[config.mk]
export PLATFORM = sky130hd
export DESIGN_NAME = edge_timestamp_and_frequency_output_flat
export DESIGN_NICKNAME = d
export VERILOG_FILES = /design/src/rtl/core/etf_pkg.sv /design/src/rtl/core/etf_if.sv /design/src/rtl/core/edge_timestamp_and_frequency_output.sv /design/src/rtl/core/etf_timer_core.sv /design/src/rtl/core/etf_rsp_buf.sv /design/src/flat_wrapper.sv
export SDC_FILE = /design/constraint.sdc
export NUM_CORES = 1
export LEC_CHECK = 0
export BUFFER_PORTS_ARGS = -buffer_cell sky130_fd_sc_hd__buf_2
export CORE_UTILIZATION = 45
export DETAILED_ROUTE_END_ITERATION = 10
export GPL_TIMING_DRIVEN = 1
export PLACE_DENSITY = 0.59
export SLEW_MARGIN = 25
export SYNTH_ARGS = -nofsm -noshare
export SYNTH_HDL_FRONTEND = slang
export SYNTH_SLANG_ARGS = --single-unit
[constraint.sdc]
create_clock -name clock -period 5.3 [get_ports clock]
set_clock_uncertainty 0.1 [all_clocks]
set_input_delay 1.06 -clock clock [delete_from_list [all_inputs] [get_ports clock]]
set_output_delay 1.06 -clock clock [all_outputs]
set_load 0.005 [all_outputs]
[src/rtl/core/etf_pkg.sv]
`default_nettype none

package etf_pkg;

   localparam int CNT_W   = 16;
   localparam int TS_W    = 24;
   localparam int PLEN_W  = CNT_W + 1;
   localparam int TYPE_W  = 3;
   localparam int ADDR_W  = 2;
   localparam int DATA_W  = 32;

   localparam logic [CNT_W-1:0]  IDLE_TOP_RESET     = 16'd62499;
   localparam int                RING_DEPTH_DEFAULT = 4;
   localparam logic [ADDR_W-1:0] ADDR_IDLE_TOP      = 2'd0;

   typedef enum logic [TYPE_W-1:0] {
      REQ_TICK       = 3'd0,
      REQ_CAPTURE    = 3'd1,
      REQ_READ_NOW   = 3'd2,
      REQ_POP_EDGE   = 3'd3,
      REQ_SET_PERIOD = 3'd4,
      REQ_OUTPUT_OFF = 3'd5
   } req_code_type;

   typedef struct packed {
      logic clr_out;
      logic set_base;
      logic set_out;
   } pend_flags_type;

   typedef struct packed {
      logic [TS_W-1:0] timestamp;
      logic            edge_available;
      logic            out_level;
      logic            out_enabled;
   } etf_result_type;

endpackage

`default_nettype wire

[src/rtl/core/etf_if.sv]
`default_nettype none

interface etf_req_if;
   import etf_pkg::*;
   logic              valid;
   logic              ready;
   logic [TYPE_W-1:0] req_type;
   logic [CNT_W-1:0]  period_top;

   modport source (output valid, output req_type, output period_top, input ready);
   modport sink   (input valid, input req_type, input period_top, output ready);
endinterface

interface etf_rsp_if;
   import etf_pkg::*;
   logic            valid;
   logic            ready;
   logic [TS_W-1:0] timestamp;
   logic            edge_available;
   logic            out_level;
   logic            out_enabled;

   modport source (output valid, output timestamp, output edge_available,
                   output out_level, output out_enabled, input ready);
   modport sink   (input valid, input timestamp, input edge_available,
                   input out_level, input out_enabled, output ready);
endinterface

`default_nettype wire

[src/rtl/core/edge_timestamp_and_frequency_output.sv]
// A request accepted at one clock edge has its response valid after that edge.
// A two-entry response buffer keeps requests flowing while a response waits.
// Throughput: one request per cycle unless that buffer is full; the timer state updates
// in a single pass. Reset (synchronous, active high) clears the timer, flags, ring
// indexes and buffer; idle_top returns to 62499. Edge ring contents are not cleared.
`default_nettype none

module edge_timestamp_and_frequency_output #(
   parameter int RING_DEPTH = etf_pkg::RING_DEPTH_DEFAULT
) (
   input  wire logic                       clock,
   input  wire logic                       reset,
   etf_req_if.sink                         req_chan,
   etf_rsp_if.source                       rsp_chan,
   input  wire logic                       psel,
   input  wire logic                       penable,
   input  wire logic                       pwrite,
   input  wire logic [etf_pkg::ADDR_W-1:0] paddr,
   input  wire logic [etf_pkg::DATA_W-1:0] pwdata,
   output logic [etf_pkg::DATA_W-1:0]      prdata,
   output logic                            pready
);
   import etf_pkg::*;

   logic [CNT_W-1:0] idle_top_ff, idle_top_in;
   logic             csr_write;
   logic             accept;
   logic             buf_full;
   logic             buf_valid;
   etf_result_type   core_result;
   etf_result_type   buf_head;

   assign pready    = 1'b1;
   assign csr_write = psel && penable && pwrite && pready;
   assign prdata    = (paddr == ADDR_IDLE_TOP) ? DATA_W'(idle_top_ff) : '0;

   always_comb begin
      idle_top_in = idle_top_ff;
      if (csr_write && (paddr == ADDR_IDLE_TOP)) begin
         idle_top_in = pwdata[CNT_W-1:0];
      end
   end

   always_ff @(posedge clock) begin
      if (reset) begin
         idle_top_ff <= IDLE_TOP_RESET;
      end else begin
         idle_top_ff <= idle_top_in;
      end
   end

   assign req_chan.ready = !buf_full;
   assign accept         = req_chan.valid && !buf_full;

   etf_timer_core #(
      .RING_DEPTH (RING_DEPTH)
   ) u_core (
      .clock      (clock),
      .reset      (reset),
      .accept     (accept),
      .req_type   (req_chan.req_type),
      .period_top (req_chan.period_top),
      .idle_top   (idle_top_ff),
      .result     (core_result)
   );

   etf_rsp_buf u_rsp_buf (
      .clock     (clock),
      .reset     (reset),
      .push      (accept),
      .push_data (core_result),
      .pop       (rsp_chan.ready),
      .full      (buf_full),
      .valid     (buf_valid),
      .head      (buf_head)
   );

   assign rsp_chan.valid          = buf_valid;
   assign rsp_chan.timestamp      = buf_head.timestamp;
   assign rsp_chan.edge_available = buf_head.edge_available;
   assign rsp_chan.out_level      = buf_head.out_level;
   assign rsp_chan.out_enabled    = buf_head.out_enabled;

   a_accept_gives_rsp: assert property (@(posedge clock) disable iff (reset)
      accept |=> rsp_chan.valid)
      else $error("accepted request produced no response");

   a_full_has_rsp: assert property (@(posedge clock) disable iff (reset)
      buf_full |-> buf_valid)
      else $error("response buffer full but shows nothing");

   a_no_pop_empty_ts: assert property (@(posedge clock) disable iff (reset)
      (accept && (req_chan.req_type == REQ_TICK)) |=> (core_result.timestamp == '0)
         || !accept || (req_chan.req_type != REQ_TICK))
      else $error("tick request produced a timestamp");

endmodule

`default_nettype wire

[src/rtl/core/etf_timer_core.sv]
`default_nettype none

module etf_timer_core #(
   parameter int RING_DEPTH = etf_pkg::RING_DEPTH_DEFAULT
) (
   input  wire logic                          clock,
   input  wire logic                          reset,
   input  wire logic                          accept,
   input  wire logic [etf_pkg::TYPE_W-1:0]    req_type,
   input  wire logic [etf_pkg::CNT_W-1:0]     period_top,
   input  wire logic [etf_pkg::CNT_W-1:0]     idle_top,
   output etf_pkg::etf_result_type            result
);
   import etf_pkg::*;

   localparam int IDX_W = $clog2(RING_DEPTH);
   localparam logic [IDX_W-1:0] IDX_LAST = IDX_W'(RING_DEPTH - 1);

   function automatic logic [IDX_W-1:0] next_idx(input logic [IDX_W-1:0] i);
      next_idx = (i == IDX_LAST) ? '0 : i + IDX_W'(1);
   endfunction

   logic [CNT_W-1:0]  count_ff, count_in;
   logic [CNT_W-1:0]  active_top_ff, active_top_in;
   logic [CNT_W-1:0]  top_buffer_ff, top_buffer_in;
   logic [TS_W-1:0]   tbase_ff, tbase_in;
   logic [PLEN_W-1:0] period_length_ff, period_length_in;
   logic [CNT_W-1:0]  pending_top_ff, pending_top_in;
   pend_flags_type    flags_ff, flags_in;
   logic              toggle_ff, toggle_in;
   logic              pin_ff, pin_in;
   logic [IDX_W-1:0]  rd_idx_ff, rd_idx_in;
   logic [IDX_W-1:0]  wr_idx_ff, wr_idx_in;
   logic [TS_W-1:0]   head_ff;
   logic [TS_W-1:0]   ring_mem [RING_DEPTH];

   logic [TS_W-1:0]   now_time;
   logic [TS_W-1:0]   ts;
   logic              ring_we;

   assign now_time = tbase_ff + TS_W'(count_ff);

   always_comb begin
      count_in         = count_ff;
      active_top_in    = active_top_ff;
      top_buffer_in    = top_buffer_ff;
      tbase_in         = tbase_ff;
      period_length_in = period_length_ff;
      pending_top_in   = pending_top_ff;
      flags_in         = flags_ff;
      toggle_in        = toggle_ff;
      pin_in           = pin_ff;
      rd_idx_in        = rd_idx_ff;
      wr_idx_in        = wr_idx_ff;
      ts               = '0;
      ring_we          = 1'b0;
      if (accept) begin
         case (req_code_type'(req_type))
            REQ_TICK: begin
               if (count_ff == active_top_ff) begin
                  count_in      = '0;
                  active_top_in = top_buffer_ff;
                  pin_in        = pin_ff ^ toggle_ff;
                  tbase_in      = tbase_ff + TS_W'(period_length_ff);
                  if (flags_ff.set_base) begin
                     period_length_in  = PLEN_W'(top_buffer_ff) + PLEN_W'(1);
                     flags_in.set_base = 1'b0;
                  end
                  if (flags_ff.set_out) begin
                     if (!flags_ff.clr_out) begin
                        toggle_in = 1'b1;
                     end
                     top_buffer_in     = pending_top_ff;
                     flags_in.set_out  = 1'b0;
                     flags_in.set_base = 1'b1;
                  end
                  // output is switched off only once the pin sits low
                  if (flags_ff.clr_out && !pin_in) begin
                     toggle_in        = 1'b0;
                     flags_in.clr_out = 1'b0;
                  end
               end else begin
                  count_in = count_ff + CNT_W'(1);
               end
            end
            REQ_CAPTURE: begin
               ring_we   = 1'b1;
               wr_idx_in = next_idx(wr_idx_ff);
            end
            REQ_READ_NOW: begin
               ts = now_time;
            end
            REQ_POP_EDGE: begin
               if (rd_idx_ff != wr_idx_ff) begin
                  ts        = head_ff;
                  rd_idx_in = next_idx(rd_idx_ff);
               end
            end
            REQ_SET_PERIOD: begin
               pending_top_in   = period_top;
               flags_in.set_out = 1'b1;
            end
            REQ_OUTPUT_OFF: begin
               pending_top_in   = idle_top;
               flags_in.set_out = 1'b1;
               flags_in.clr_out = 1'b1;
            end
            default: begin
            end
         endcase
      end
   end

   always_comb begin
      result.timestamp      = ts;
      result.edge_available = (rd_idx_in != wr_idx_in);
      result.out_level      = pin_in;
      result.out_enabled    = toggle_in;
   end

   always_ff @(posedge clock) begin
      if (reset) begin
         count_ff         <= '0;
         active_top_ff    <= IDLE_TOP_RESET;
         top_buffer_ff    <= IDLE_TOP_RESET;
         tbase_ff         <= '0;
         period_length_ff <= PLEN_W'(IDLE_TOP_RESET) + PLEN_W'(1);
         pending_top_ff   <= '0;
         flags_ff         <= '0;
         toggle_ff        <= 1'b0;
         pin_ff           <= 1'b0;
         rd_idx_ff        <= '0;
         wr_idx_ff        <= '0;
      end else begin
         count_ff         <= count_in;
         active_top_ff    <= active_top_in;
         top_buffer_ff    <= top_buffer_in;
         tbase_ff         <= tbase_in;
         period_length_ff <= period_length_in;
         pending_top_ff   <= pending_top_in;
         flags_ff         <= flags_in;
         toggle_ff        <= toggle_in;
         pin_ff           <= pin_in;
         rd_idx_ff        <= rd_idx_in;
         wr_idx_ff        <= wr_idx_in;
      end
   end

   // head_ff always holds the entry at the read index, with write bypass
   always_ff @(posedge clock) begin
      if (ring_we) begin
         ring_mem[wr_idx_ff] <= now_time;
      end
      if (ring_we && (wr_idx_ff == rd_idx_in)) begin
         head_ff <= now_time;
      end else begin
         head_ff <= ring_mem[rd_idx_in];
      end
   end

endmodule

`default_nettype wire

[src/rtl/core/etf_rsp_buf.sv]
`default_nettype none

module etf_rsp_buf (
   input  wire logic                    clock,
   input  wire logic                    reset,
   input  wire logic                    push,
   input  wire etf_pkg::etf_result_type push_data,
   input  wire logic                    pop,
   output logic                         full,
   output logic                         valid,
   output etf_pkg::etf_result_type      head
);
   import etf_pkg::*;

   etf_result_type slot_ff [2];
   logic           wr_ptr_ff, wr_ptr_in;
   logic           rd_ptr_ff, rd_ptr_in;
   logic [1:0]     fill_ff, fill_in;
   logic           do_pop;

   assign valid  = (fill_ff != 2'd0);
   assign full   = (fill_ff == 2'd2);
   assign head   = slot_ff[rd_ptr_ff];
   assign do_pop = pop && valid;

   always_comb begin
      wr_ptr_in = push ? ~wr_ptr_ff : wr_ptr_ff;
      rd_ptr_in = do_pop ? ~rd_ptr_ff : rd_ptr_ff;
      fill_in   = fill_ff + 2'(push) - 2'(do_pop);
   end

   always_ff @(posedge clock) begin
      if (reset) begin
         wr_ptr_ff <= 1'b0;
         rd_ptr_ff <= 1'b0;
         fill_ff   <= 2'd0;
      end else begin
         wr_ptr_ff <= wr_ptr_in;
         rd_ptr_ff <= rd_ptr_in;
         fill_ff   <= fill_in;
      end
   end

   always_ff @(posedge clock) begin
      if (push) begin
         slot_ff[wr_ptr_ff] <= push_data;
      end
   end

endmodule

`default_nettype wire

[src/flat_wrapper.sv]
// flat-port wrapper written by rule: the top's interface ports become plain ports
module edge_timestamp_and_frequency_output_flat import etf_pkg::*;
#(
   parameter int RING_DEPTH = etf_pkg::RING_DEPTH_DEFAULT
)
  (clock, reset, psel, penable, pwrite, paddr, pwdata, prdata, pready, req_chan_valid, req_chan_req_type, req_chan_period_top, req_chan_ready, rsp_chan_valid, rsp_chan_timestamp, rsp_chan_edge_available, rsp_chan_out_level, rsp_chan_out_enabled, rsp_chan_ready);
  etf_req_if req_chan_i ();
  etf_rsp_if rsp_chan_i ();
  input  wire logic clock;
  input  wire logic reset;
  input  wire logic psel;
  input  wire logic penable;
  input  wire logic pwrite;
  input  wire logic [etf_pkg::ADDR_W-1:0] paddr;
  input  wire logic [etf_pkg::DATA_W-1:0] pwdata;
  output logic [etf_pkg::DATA_W-1:0] prdata;
  output logic pready;
  input wire logic [$bits(req_chan_i.valid)-1:0] req_chan_valid;
  input wire logic [$bits(req_chan_i.req_type)-1:0] req_chan_req_type;
  input wire logic [$bits(req_chan_i.period_top)-1:0] req_chan_period_top;
  output wire logic [$bits(req_chan_i.ready)-1:0] req_chan_ready;
  output wire logic [$bits(rsp_chan_i.valid)-1:0] rsp_chan_valid;
  output wire logic [$bits(rsp_chan_i.timestamp)-1:0] rsp_chan_timestamp;
  output wire logic [$bits(rsp_chan_i.edge_available)-1:0] rsp_chan_edge_available;
  output wire logic [$bits(rsp_chan_i.out_level)-1:0] rsp_chan_out_level;
  output wire logic [$bits(rsp_chan_i.out_enabled)-1:0] rsp_chan_out_enabled;
  input wire logic [$bits(rsp_chan_i.ready)-1:0] rsp_chan_ready;
  assign req_chan_i.valid = req_chan_valid;
  assign req_chan_i.req_type = req_chan_req_type;
  assign req_chan_i.period_top = req_chan_period_top;
  assign req_chan_ready = req_chan_i.ready;
  assign rsp_chan_valid = rsp_chan_i.valid;
  assign rsp_chan_timestamp = rsp_chan_i.timestamp;
  assign rsp_chan_edge_available = rsp_chan_i.edge_available;
  assign rsp_chan_out_level = rsp_chan_i.out_level;
  assign rsp_chan_out_enabled = rsp_chan_i.out_enabled;
  assign rsp_chan_i.ready = rsp_chan_ready;
  edge_timestamp_and_frequency_output #(.RING_DEPTH(RING_DEPTH)) u_core (.clock(clock), .reset(reset), .req_chan(req_chan_i), .rsp_chan(rsp_chan_i), .psel(psel), .penable(penable), .pwrite(pwrite), .paddr(paddr), .pwdata(pwdata), .prdata(prdata), .pready(pready));
endmodule
==> summary.md, run 1 <==
| Metric | Value |
|---|---|
| Outcome | finished, final reports clean |
| DR iter-0 viols | 536 |
| Avg Vias per Cell | 5.43 |
| Initial Util | 0.461 |
| Register share of total power | 0.493 |
| CTS tree | yes |
| Clk sink count | 287 |
| Post-Route Utilization | 0.519 |
| First-pass GRT wire length | 48,100 µm |
| Drt wl/cell | 16.8 µm |
| Die area | 31,300 µm² |
| CTS Hold Buffers Added | 0 |
| Type of element capturing the critical path | output port |
| Initial antenna violation count | 0 |
| Power per cell area | 323 nW/µm² |
| Yosys warning count | 0 |
| Final cycle utilization of the critical path | 0.638 |
| Synth async-reset ratio | 0 |
| Post-synthesis mux area share | 0.0700 |
| Postcts setup bufs | 0 |
| Multi-input logic area | 6110 µm² |
| Htree depth | 1 |
| P_leak | 5.92 nW |
| Fmax | 296 MHz |
| Die Wd | 177 µm |
| DP HPWL | 20,800 µm |
| RSZ-0062 raised after global routing | no |
| Sequential area share after synthesis | 0.527 |
| Adder-Cell Fraction of Synth Area | 0.0411 |
| Port Buffers | 88 |
| Post-Route WL | 29,900 µm |
| Commonest cells after routing, fill and taps aside | 160 x nand2_1, 150 x edfxtp_1, 137 x dfxtp_1 |
| DR DRC count | 0 |
| Max cap viols | 0 |
| Share of cells above drive strength 1 | 0.171 |
| Area Overhead vs Synth | 12.7% |
| Number of buffers created by CTS | 31 |
| Max Slew Vio Count | 0 |
| Min setup slack post-route | 1920 ps |
| # diodes | 0 |
| Storage element area | 7250 µm² |
| Startpoint types | input port |
| Setup TNS | 0 ps |
| Fill count | 2,728 |
| GRT Residual Overflow | 0 |
| Worst EP required | 4140 ps |
| Die Height | 177 µm |
| Flop2flop setup slack | 2140 ps |
| Hold Worst Slack | 358 ps |
| Post-synthesis register bit count | 287 |
| CP max stage cell | nor2_1 |
| Rows | 63 |
| Number of enable flip-flop cells after synthesis | 150 |
| Routability cong. | 0.853 |
| Reg2Reg Depth | 8 |
| Switching Share | 0.232 |
| Top_reg_cell synth | edfxtp_1 |
| Worst-Skew Late Latency | 560 ps |
| CTS Root Cell | clkbuf_16 |
| TritonRoute pass-1 iters | 4 |
| Yosys cell types | 69 |
| Simple-gate share of the synthesized area | 0.166 |
| Worst Path Arrival | 2220 ps |
| Vias | 9,636 |
| Overall global routing resource usage | 0.192 |
| Combinational Power Share | 0.088 |
| Hold wc startpoint | u_core.u_core.period_length_ff[0] |
| Largest family of logic cells by synthesized area | simple AND/OR/NAND/NOR gates |
| Worst Hold Depth | 2 |
| Worst vdd ir | 0.261 mV |
| Complex-gate fraction of the synthesized area | 0.111 |
| NumNets Final | 1,462 |
| Clock transition at path regs | 60 ps |
| Worst reg2reg endpoint | u_core.u_rsp_buf.slot_ff[1][15] |
| Core Region | 29,900 µm² |
| Hold Crit Class | reg2reg |
| Slew headroom | 0.346 |
| Post-CTS sizing | 0 |
| Critical path's largest stage delay | 710 ps |
| Worst Hold End | u_core.u_core.period_length_ff[0] |
| Setup Crit Path Kind | in2out |
| Clk network pwr share | 0.419 |
| Pin count of the biggest net entering global routing | 92 |
| Crit path cell chain | buf_2, nor2_1, and2_1, buf_2 |
| Mean Syn Cell Area | 10.7 µm² |
| Commonest non-fill, non-tap cell in the layout | nand2_1 |
| Clock Path Buffers | 3 |
| Worst Max-Slew Pin Slew | 980 ps |
| Most used cell, CP | buf_2 |
| FF-to-FF Start | u_core.u_core.count_ff[0] |
| P_sw | 1.16 mW |
| Number of global-route vias before repair | 9,239 |
| Final setup fails | 0 |
| P_int | 3.85 mW |
| Worst path bufs/invs | 2 |
| Final ANT Viol Nets | 0 |
| Worst Setup Slack post-DPL | 1460 ps |
| CP Max Fanout | 18 |
| Critical path's top delay family | simple AND/OR/NAND/NOR gates |
| Post-Syn Area | 13,800 µm² |
| XOR/XNOR Fraction of Synth Area | 0.0490 |
| Fin crit period | 3380 ps |
| Final hold vios | 0 |
| Synth Instances | 1,288 |
| I/O pins | 122 |
-- routing by layer --
metal	routed length, µm	global-route usage	share of wire	up-vias
met5	0	0	0	-
met4	552	0.0420	0.018	0
met3	1000	0.0236	0.033	42
met2	14100	0.327	0.47	161
met1	14200	0.261	0.47	4638
li1	-	-	-	4795
-- cells by family after synthesis --
kind of cell / count (synthesis)
compound gates: 241
fa+ha+maj: 44
other cells: 2
flops: 287
simple gates: 471
xor+xnor: 77
mux: 62
buf+inv: 104
-- state kept, by name (all words and copies together), names as in the netlist, 2 cells and up, named ones only --
signal	count
u_core.u_rsp_buf.slot_ff	54
u_core.u_core.flags_ff	3
u_core.u_core.ring_mem	96
u_core.u_core.top_buffer_ff	16
u_core.u_core.active_top_ff	16
u_core.idle_top_ff	16
u_core.u_rsp_buf.fill_ff	2
u_core.u_core.period_length_ff	17
u_core.u_core.wr_idx_ff	2
u_core.u_core.count_ff	16
u_core.u_core.pending_top_ff	16
u_core.u_core.tbase_ff	24
u_core.u_core.rd_idx_ff	2
-- worst register-to-register path, stage by stage (launching register included) --
cell and delay [ps]:
dfxtp_1 380, ha_1 270, fa_1 430, a211oi_1 300, o21ai_0 240, a21oi_1 320
o21ai_0 150, and3_1 190, o31ai_1 500
-- power groups by stage --
stage          Clock (mW)  Combinational [mW]  Sequential [mW]
5_1_grt              2.23               0.497             2.48
3_5_place_dp            0               0.452             2.52
4_1_cts              2.15               0.454             2.47
6_report             2.10               0.441             2.47
2_1_floorplan           0               0.300             2.51
3_3_place_gp            0               0.445             2.52
-- cell usage after synthesis, types with 8 or more instances --
master      n  area (µm²)
a211oi_1   27         203
a21o_1     15         113
a21oi_1   100         500
a22o_1      9        78.8
a22oi_1     8        60.1
and2_1     29         181
and3_1     18         113
buf_2      10        50.1
buf_4      20         150
clkbuf_1   49         184
dfxtp_1   137        2740
edfxtp_1  150        4500
ha_1       42         526
inv_1      21        78.8
mux2_2     33         372
mux4_2     24         541
nand2_1   160         601
nand3_1    78         390
nand3b_1    8        60.1
nand4_1    19         119
nor2_1     88         330
nor2b_1    27         169
nor3_1     11        55.1
o211ai_1    9        67.6
o21ai_0    30         150
xnor2_1    54         473
xor2_1     23         201
-- metrics by stage --
step,instance area [µm²],std cells,total power [mW]
global placement,14500,1715,2.96
detailed placement,14500,1715,2.97
finish,15500,1773,5.02
CTS,15500,1773,5.08
global route,15500,1773,5.21
floorplan,13800,1303,2.81
-- final cells by class --
cell class | count | area share
clock buffers | 34 | 0.0520
flip-flops and latches | 287 | 0.467
repair buffers | 105 | 0.0374
multi-input cells | 912 | 0.394
inverters | 21 | 0.00508
well taps | 390 | 0.0315
clock inverters | 24 | 0.0132
-- how the worst max path moves through the flow --
stage | from | to | slack, ps | cells past startpoint
after detailed placement | req_chan_req_type[1] | u_core.u_rsp_buf.slot_ff[0][2] | 1460 | 7
after global placement | req_chan_req_type[0] | u_core.u_core.count_ff[0] | 1530 | 7
final | paddr[1] | prdata[7] | 1920 | 4
after CTS | paddr[1] | prdata[7] | 1930 | 4
after floorplan | req_chan_req_type[0] | u_core.u_core.ring_mem[3][0] | 2130 | 3
after global routing | paddr[1] | prdata[7] | 1800 | 4
No activity file was read; power rests on OpenSTA's default activity.
==> inputs of run 2 (changes only) <==
--- a/config.mk
+++ b/config.mk
@@ -9,7 +9,7 @@
 export CORE_UTILIZATION = 45
 export DETAILED_ROUTE_END_ITERATION = 10
 export GPL_TIMING_DRIVEN = 1
-export PLACE_DENSITY = 0.59
+export PLACE_DENSITY = 0.61
 export SLEW_MARGIN = 25
 export SYNTH_ARGS = -nofsm -noshare
 export SYNTH_HDL_FRONTEND = slang
==> constraint.sdc (replaced) <==
create_clock -name clock -period 2.8 [get_ports clock]
set_clock_uncertainty 0.1 [all_clocks]
set_input_delay 0.56 -clock clock [delete_from_list [all_inputs] [get_ports clock]]
set_output_delay 0.56 -clock clock [all_outputs]
set_load 0.005 [all_outputs]
==> summary.md, run 2 (same netlist as run 1, synthesis figures left out) <==
| Metric | Value |
|---|---|
| Outcome | finished, final reports clean |
| Worst vdd ir | 0.374 mV (+43%) |
| Worst EP required | 2940 ps (-1200 ps) |
| RSZ-0062 raised after global routing | no |
| Fmax | 372 MHz |
| Initial Util | 0.461 (unchanged) |
| Top flop regs | u_core.u_core.ring_mem (96), u_core.u_rsp_buf.slot_ff (54), u_core.u_core.tbase_ff (24) |
| NumNets Final | 1,515 (+3.6%) |
| Commonest cells after routing, fill and taps aside | 160 x nand2_1, 150 x edfxtp_1, 137 x dfxtp_1 |
| Fin crit period | 2690 ps |
| Max cap viols | 0 (unchanged) |
| First-pass GRT wire length | 49,400 µm (+2.8%) |
| Power per cell area | 608 nW/µm² (+88%) |
| DR DRC count | 0 (unchanged) |
| Clk network pwr share | 0.432 (+0.013) |
| Number of buffers created by CTS | 34 (+9.7%) |
| Share of cells above drive strength 1 | 0.202 (+0.0310) |
| Die area | 31,300 µm² (unchanged) |
| FF-to-FF Start | u_core.u_core.tbase_ff[0] |
| Reg with most FFs | u_core.u_core.ring_mem |
| Setup Crit Path Kind | reg2reg |
| Routability cong. | 0.849 (-0.47%) |
| Area Overhead vs Synth | 16.9% |
| CTS tree | yes |
| Htree depth | 2 (+1) |
| Final setup fails | 0 (unchanged) |
| Setup TNS | 0 ps (unchanged) |
| P_int | 7.58 mW (+97%) |
| Hold wc startpoint | pwdata[13] |
| CTS Hold Buffers Added | 0 (unchanged) |
| Die Wd | 177 µm (unchanged) |
| Core Region | 29,900 µm² (unchanged) |
| Switching Share | 0.225 (-0.00713) |
| Startpoint types | flop |
| Pin count of the biggest net entering global routing | 46 (-50%) |
| Worst Setup Slack post-DPL | -5.74 ps (-1470 ps) |
| Worst-Skew Late Latency | 500 ps (-60 ps) |
| Commonest non-fill, non-tap cell in the layout | nand2_1 |
| Die Height | 177 µm (unchanged) |
| Rows | 63 (unchanged) |
| I/O pins | 122 (unchanged) |
| TritonRoute pass-1 iters | 5 (+1) |
| CP Max Fanout | 5 (-13) |
| Final hold vios | 0 (unchanged) |
| Register share of total power | 0.478 (-0.015) |
| Worst Setup SP | u_core.u_core.tbase_ff[0] |
| Port Buffers | 88 (unchanged) |
| P_leak | 6.24 nW (+5.5%) |
| Max Slew Vio Count | 0 (unchanged) |
| GRT Residual Overflow | 0 (unchanged) |
| Worst Max-Slew Pin Slew | 684 ps (-297 ps) |
| Drt wl/cell | 16.7 µm (-0.76%) |
| Hold Crit Class | in2reg |
| DP HPWL | 21,600 µm (+3.6%) |
| Type of element capturing the critical path | flop |
| Hold Worst Slack | 166 ps (-192 ps) |
| Slew headroom | 0.543 (+0.197) |
| CTS Root Cell | clkbuf_16 |
| DR iter-0 viols | 556 (+3.7%) |
| Final ANT Viol Nets | 0 (unchanged) |
| Post-Route WL | 30,500 µm (+2.0%) |
| Max FFs per register | 96 (unchanged) |
| # diodes | 0 (unchanged) |
| P_sw | 2.20 mW (+89%) |
| Worst Path Arrival | 2830 ps (+610 ps) |
| Min setup slack post-route | 113 ps (-1800 ps) |
| Clock transition at path regs | 60 ps (about the same) |
| Final cycle utilization of the critical path | 0.960 |
| Vias | 9,892 (+2.7%) |
| Postcts setup bufs | 0 (unchanged) |
| Clock Path Buffers | 3 (unchanged) |
| Number of global-route vias before repair | 9,696 (+4.9%) |
| Combinational Power Share | 0.090 (+0.002) |
| Overall global routing resource usage | 0.199 (+0.00705) |
| Clk sink count | 287 (unchanged) |
| Initial antenna violation count | 0 (unchanged) |
| Avg Vias per Cell | 5.43 (-0.16%) |
-- run 2: changes by cell type in the layout (fill, tap and decap cells not counted), moves of 4 or more --
cell,before,now
clkinvlp_4,6,1
clkinv_2,11,5
buf_12,1,8
buf_4,16,59
clkbuf_16,31,36
clkinv_1,2,6
-- run 2: per-stage QoR --
step,util,instances,area [µm²],total power [mW]
after floorplan,-,1303,13800,5.31
after global placement,0.501,1765,15000,5.64
after detailed placement,0.501,1765,15000,5.66
after CTS,0.537,1823,16000,9.90
after global routing,0.538,1823,16100,10.2
final,0.538,1823,16100,9.78
-- run 2: power by group through the flow --
stage / combinational, mW / clock (mW) / sequential (mW)
3_5_place_dp: 0.898 / 0 / 4.76
3_3_place_gp: 0.888 / 0 / 4.75
6_report: 0.879 / 4.23 / 4.67
5_1_grt: 0.985 / 4.49 / 4.69
2_1_floorplan: 0.567 / 0 / 4.75
4_1_cts: 0.903 / 4.33 / 4.67
-- run 2: worst paths after layout --
check	end	slack, ps	cells after the start
setup reg to reg	u_core.u_rsp_buf.slot_ff[0][17]	110	8
setup / recovery	u_core.u_rsp_buf.slot_ff[0][17]	110	8
hold reg to reg	u_core.u_core.period_length_ff[9]	360	2
hold / removal	u_core.idle_top_ff[13]	170	3
-- run 2: cell type report --
class                           count  area [µm²]
Clock inverter                     18         150
Multi-Input combinational cell    912        6150
Timing Repair Buffer              155        1040
Inverter                           21        78.8
Sequential cell                   287        7250
Clock buffer                       40         926
Tap cell                          390         488
Fill cell                        2712       13800
-- run 2: timing repair --
| action | CTS | global route |
|---|---|---|
| gates resized for setup | 1 | 11 |
| cloned | 0 | 0 |
| setup endpoints to repair | 2 | 23 |
-- run 2: per-layer routing --
metal,part of all wire,track usage,wire (µm),up-vias
li1,-,-,-,4892
met1,0.47,0.265,14300,4791
met2,0.48,0.337,14600,167
met3,0.036,0.0314,1110,42
met4,0.016,0.0506,490,0
met5,0,0,0,-
-- run 2: critical path, cell delays in order (launching register included) --
cell	delay, ps
dfxtp_1	350
ha_1	230
fa_1	410
a211oi_2	250
o21ai_1	170
a21oi_1	250
nor4b_1	90
o31a_1	330
a22o_1	250
==> inputs of run 3 (changes only) <==
--- a/config.mk
+++ b/config.mk
@@ -8,8 +8,10 @@
 export BUFFER_PORTS_ARGS = -buffer_cell sky130_fd_sc_hd__buf_2
 export CORE_UTILIZATION = 45
 export DETAILED_ROUTE_END_ITERATION = 10
+export GPL_ROUTABILITY_DRIVEN = 1
 export GPL_TIMING_DRIVEN = 1
 export PLACE_DENSITY = 0.61
+export REMOVE_ABC_BUFFERS = 1
 export SLEW_MARGIN = 25
 export SYNTH_ARGS = -nofsm -noshare
 export SYNTH_HDL_FRONTEND = slang
==> summary.md, run 3 (same netlist as run 1, synthesis figures left out) <==
| Metric | Value |
|---|---|
| Critical path's top delay family | compound AO/OA/AOI/OAI gates |
| Post-Route WL | 29,800 µm (-2.2%) |
| Drt wl/cell | 16.3 µm (-2.5%) |
| Startpoint types | flop |
| Critical path's largest stage delay | 400 ps (about the same) |
| Number of global-route vias before repair | 9,356 (-3.5%) |
| Die Wd | 177 µm (unchanged) |
| Fin crit period | 2660 ps (-28.0 ps) |
| CTS Hold Buffers Added | 0 (unchanged) |
| Power per cell area | 587 nW/µm² (-3.5%) |
| DP HPWL | 21,200 µm (-1.8%) |
| Max cap viols | 0 (unchanged) |
| Setup TNS | 0 ps (unchanged) |
| Final cycle utilization of the critical path | 0.950 (-0.0100) |
| Overall global routing resource usage | 0.194 (-0.00542) |
| Number of buffers created by CTS | 30 (-12%) |
| Worst Max-Slew Pin Slew | 665 ps (-18.8 ps) |
| Final ANT Viol Nets | 0 (unchanged) |
| Max FFs per register | 96 (unchanged) |
| Routability cong. | 0.936 (+10%) |
| Core Region | 29,900 µm² (unchanged) |
| NumNets Final | 1,520 (+0.33%) |
| GRT Residual Overflow | 0 (unchanged) |
| Rows | 63 (unchanged) |
| Crit path cell chain | ha_1, inv_1, fa_1, nor2b_2, o211ai_1, nand2_1, o221ai_2, a211oi_2, mux2_2 |
| Clk sink count | 287 (unchanged) |
| Slew headroom | 0.555 (+0.0126) |
| Outcome | finished, final reports clean |
| DR DRC count | 0 (unchanged) |
| Vias | 9,706 (-1.9%) |
| I/O pins | 122 (unchanged) |
| Commonest non-fill, non-tap cell in the layout | nand2_1 |
| Hold Crit Class | in2reg |
| Clock Path Buffers | 3 (unchanged) |
| TritonRoute pass-1 iters | 5 (unchanged) |
| Pin count of the biggest net entering global routing | 92 (+100%) |
| Die area | 31,300 µm² (unchanged) |
| Max Slew Vio Count | 0 (unchanged) |
| Worst-Skew Late Latency | 570 ps (+70 ps) |
| Final hold vios | 0 (unchanged) |
| Clock transition at path regs | 60 ps (about the same) |
| Worst EP required | 3140 ps (+200 ps) |
| Die Height | 177 µm (unchanged) |
| Worst path bufs/invs | 1 (+1) |
| DR iter-0 viols | 503 (-9.5%) |
| Setup Crit Path Kind | reg2reg |
| Worst Path Arrival | 3000 ps (+170 ps) |
| CP max stage cell | fa_1 |
| Initial antenna violation count | 0 (unchanged) |
| Type of element capturing the critical path | flop |
| Htree depth | 1 (-1) |
| Initial Util | 0.461 (unchanged) |
| Fill count | 2,655 (-2.1%) |
| Share of cells above drive strength 1 | 0.205 (+0.00263) |
| Commonest cells after routing, fill and taps aside | 160 x nand2_1, 150 x edfxtp_1, 137 x dfxtp_1 |
| Final setup fails | 0 (unchanged) |
| First-pass GRT wire length | 48,400 µm (-2.1%) |
| Worst vdd ir | 0.447 mV (+19%) |
| Avg Vias per Cell | 5.31 (-2.2%) |
| CTS tree | yes |
| CP Max Fanout | 3 (-2) |
| P_leak | 6.23 nW (-0.20%) |
| CTS Root Cell | clkbuf_16 |
| RSZ-0062 raised after global routing | no |
| Area Overhead vs Synth | 16.7% |
| Top flop regs | u_core.u_core.ring_mem (96), u_core.u_rsp_buf.slot_ff (54), u_core.u_core.tbase_ff (24) |
| Reg with most FFs | u_core.u_core.ring_mem |
| Hold Worst Slack | 111 ps (-55.9 ps) |
| # diodes | 0 (unchanged) |
| Port Buffers | 88 (unchanged) |
| Fmax | 376 MHz (+1.1%) |
[run 3: cell count changes in the layout (fill, tap and decap cells not counted), sizes merged]
cell	previous run	this run
clkinvlp	1	2
clkinv	13	14
buf	155	164
clkbuf	40	37
inv	23	21
[run 3: cell type report]
type / count / area (µm²) / share of cell area
inverters: 21 / 78.8 / 0.00491
well taps: 390 / 488 / 0.0304
clock inverters: 18 / 173 / 0.0108
multi-input cells: 912 / 6150 / 0.383
repair buffers: 164 / 1110 / 0.0692
clock buffers: 37 / 807 / 0.0503
flip-flops and latches: 287 / 7250 / 0.451
[run 3: worst paths after layout]
path / endpoint / slack, ps / depth (start not counted) / start
setup reg to reg: u_core.u_core.tbase_ff[18] / 140 / 9 / u_core.u_core.tbase_ff[0]
setup / recovery: u_core.u_core.tbase_ff[18] / 140 / 9 / u_core.u_core.tbase_ff[0]
hold / removal: u_core.idle_top_ff[10] / 110 / 3 / pwdata[10]
hold reg to reg: u_core.u_core.period_length_ff[0] / 360 / 2 / u_core.u_core.period_length_ff[0]
[run 3: stage by stage]
step                      setup WS, ps  power [mW]  utilization  std cells  cell area, µm²
after global placement           -33.9        5.63        0.503       1773           15000
after floorplan                   -297        5.26            -       1220           13400
after CTS                         10.9        9.54        0.536       1828           16000
after global routing              1.22        9.81        0.538       1829           16100
after detailed placement         -27.8        5.65        0.503       1773           15000
final                              141        9.42        0.538       1829           16100
[run 3: what timing repair did]
action,in CTS,in global routing
setup endpoints to repair,9,32
pin swaps,0,4
resized for setup,2,12
buffers inserted,0,1
gates cloned,0,0
[run 3: tightest hold or removal path, stage by stage]
cell	delay, ps
buf_2	70
nand2_1	40
nand3_1	60
[run 3: routing by layer]
metal / wire (µm) / GRT usage
met5: 0 / 0
met4: 525 / 0.0442
met3: 1070 / 0.0251
met2: 14800 / 0.344
met1: 13400 / 0.249
[run 3: where the power goes]
group | leakage [nW] | switching (mW) | total [mW] | internal (mW)
combinational | 3.19 | 0.448 | 0.867 | 0.420
clock | 0.471 | 1.64 | 3.88 | 2.24
sequential | 2.57 | 0.0610 | 4.67 | 4.61
total | 6.23 | 2.15 | 9.42 | 7.27
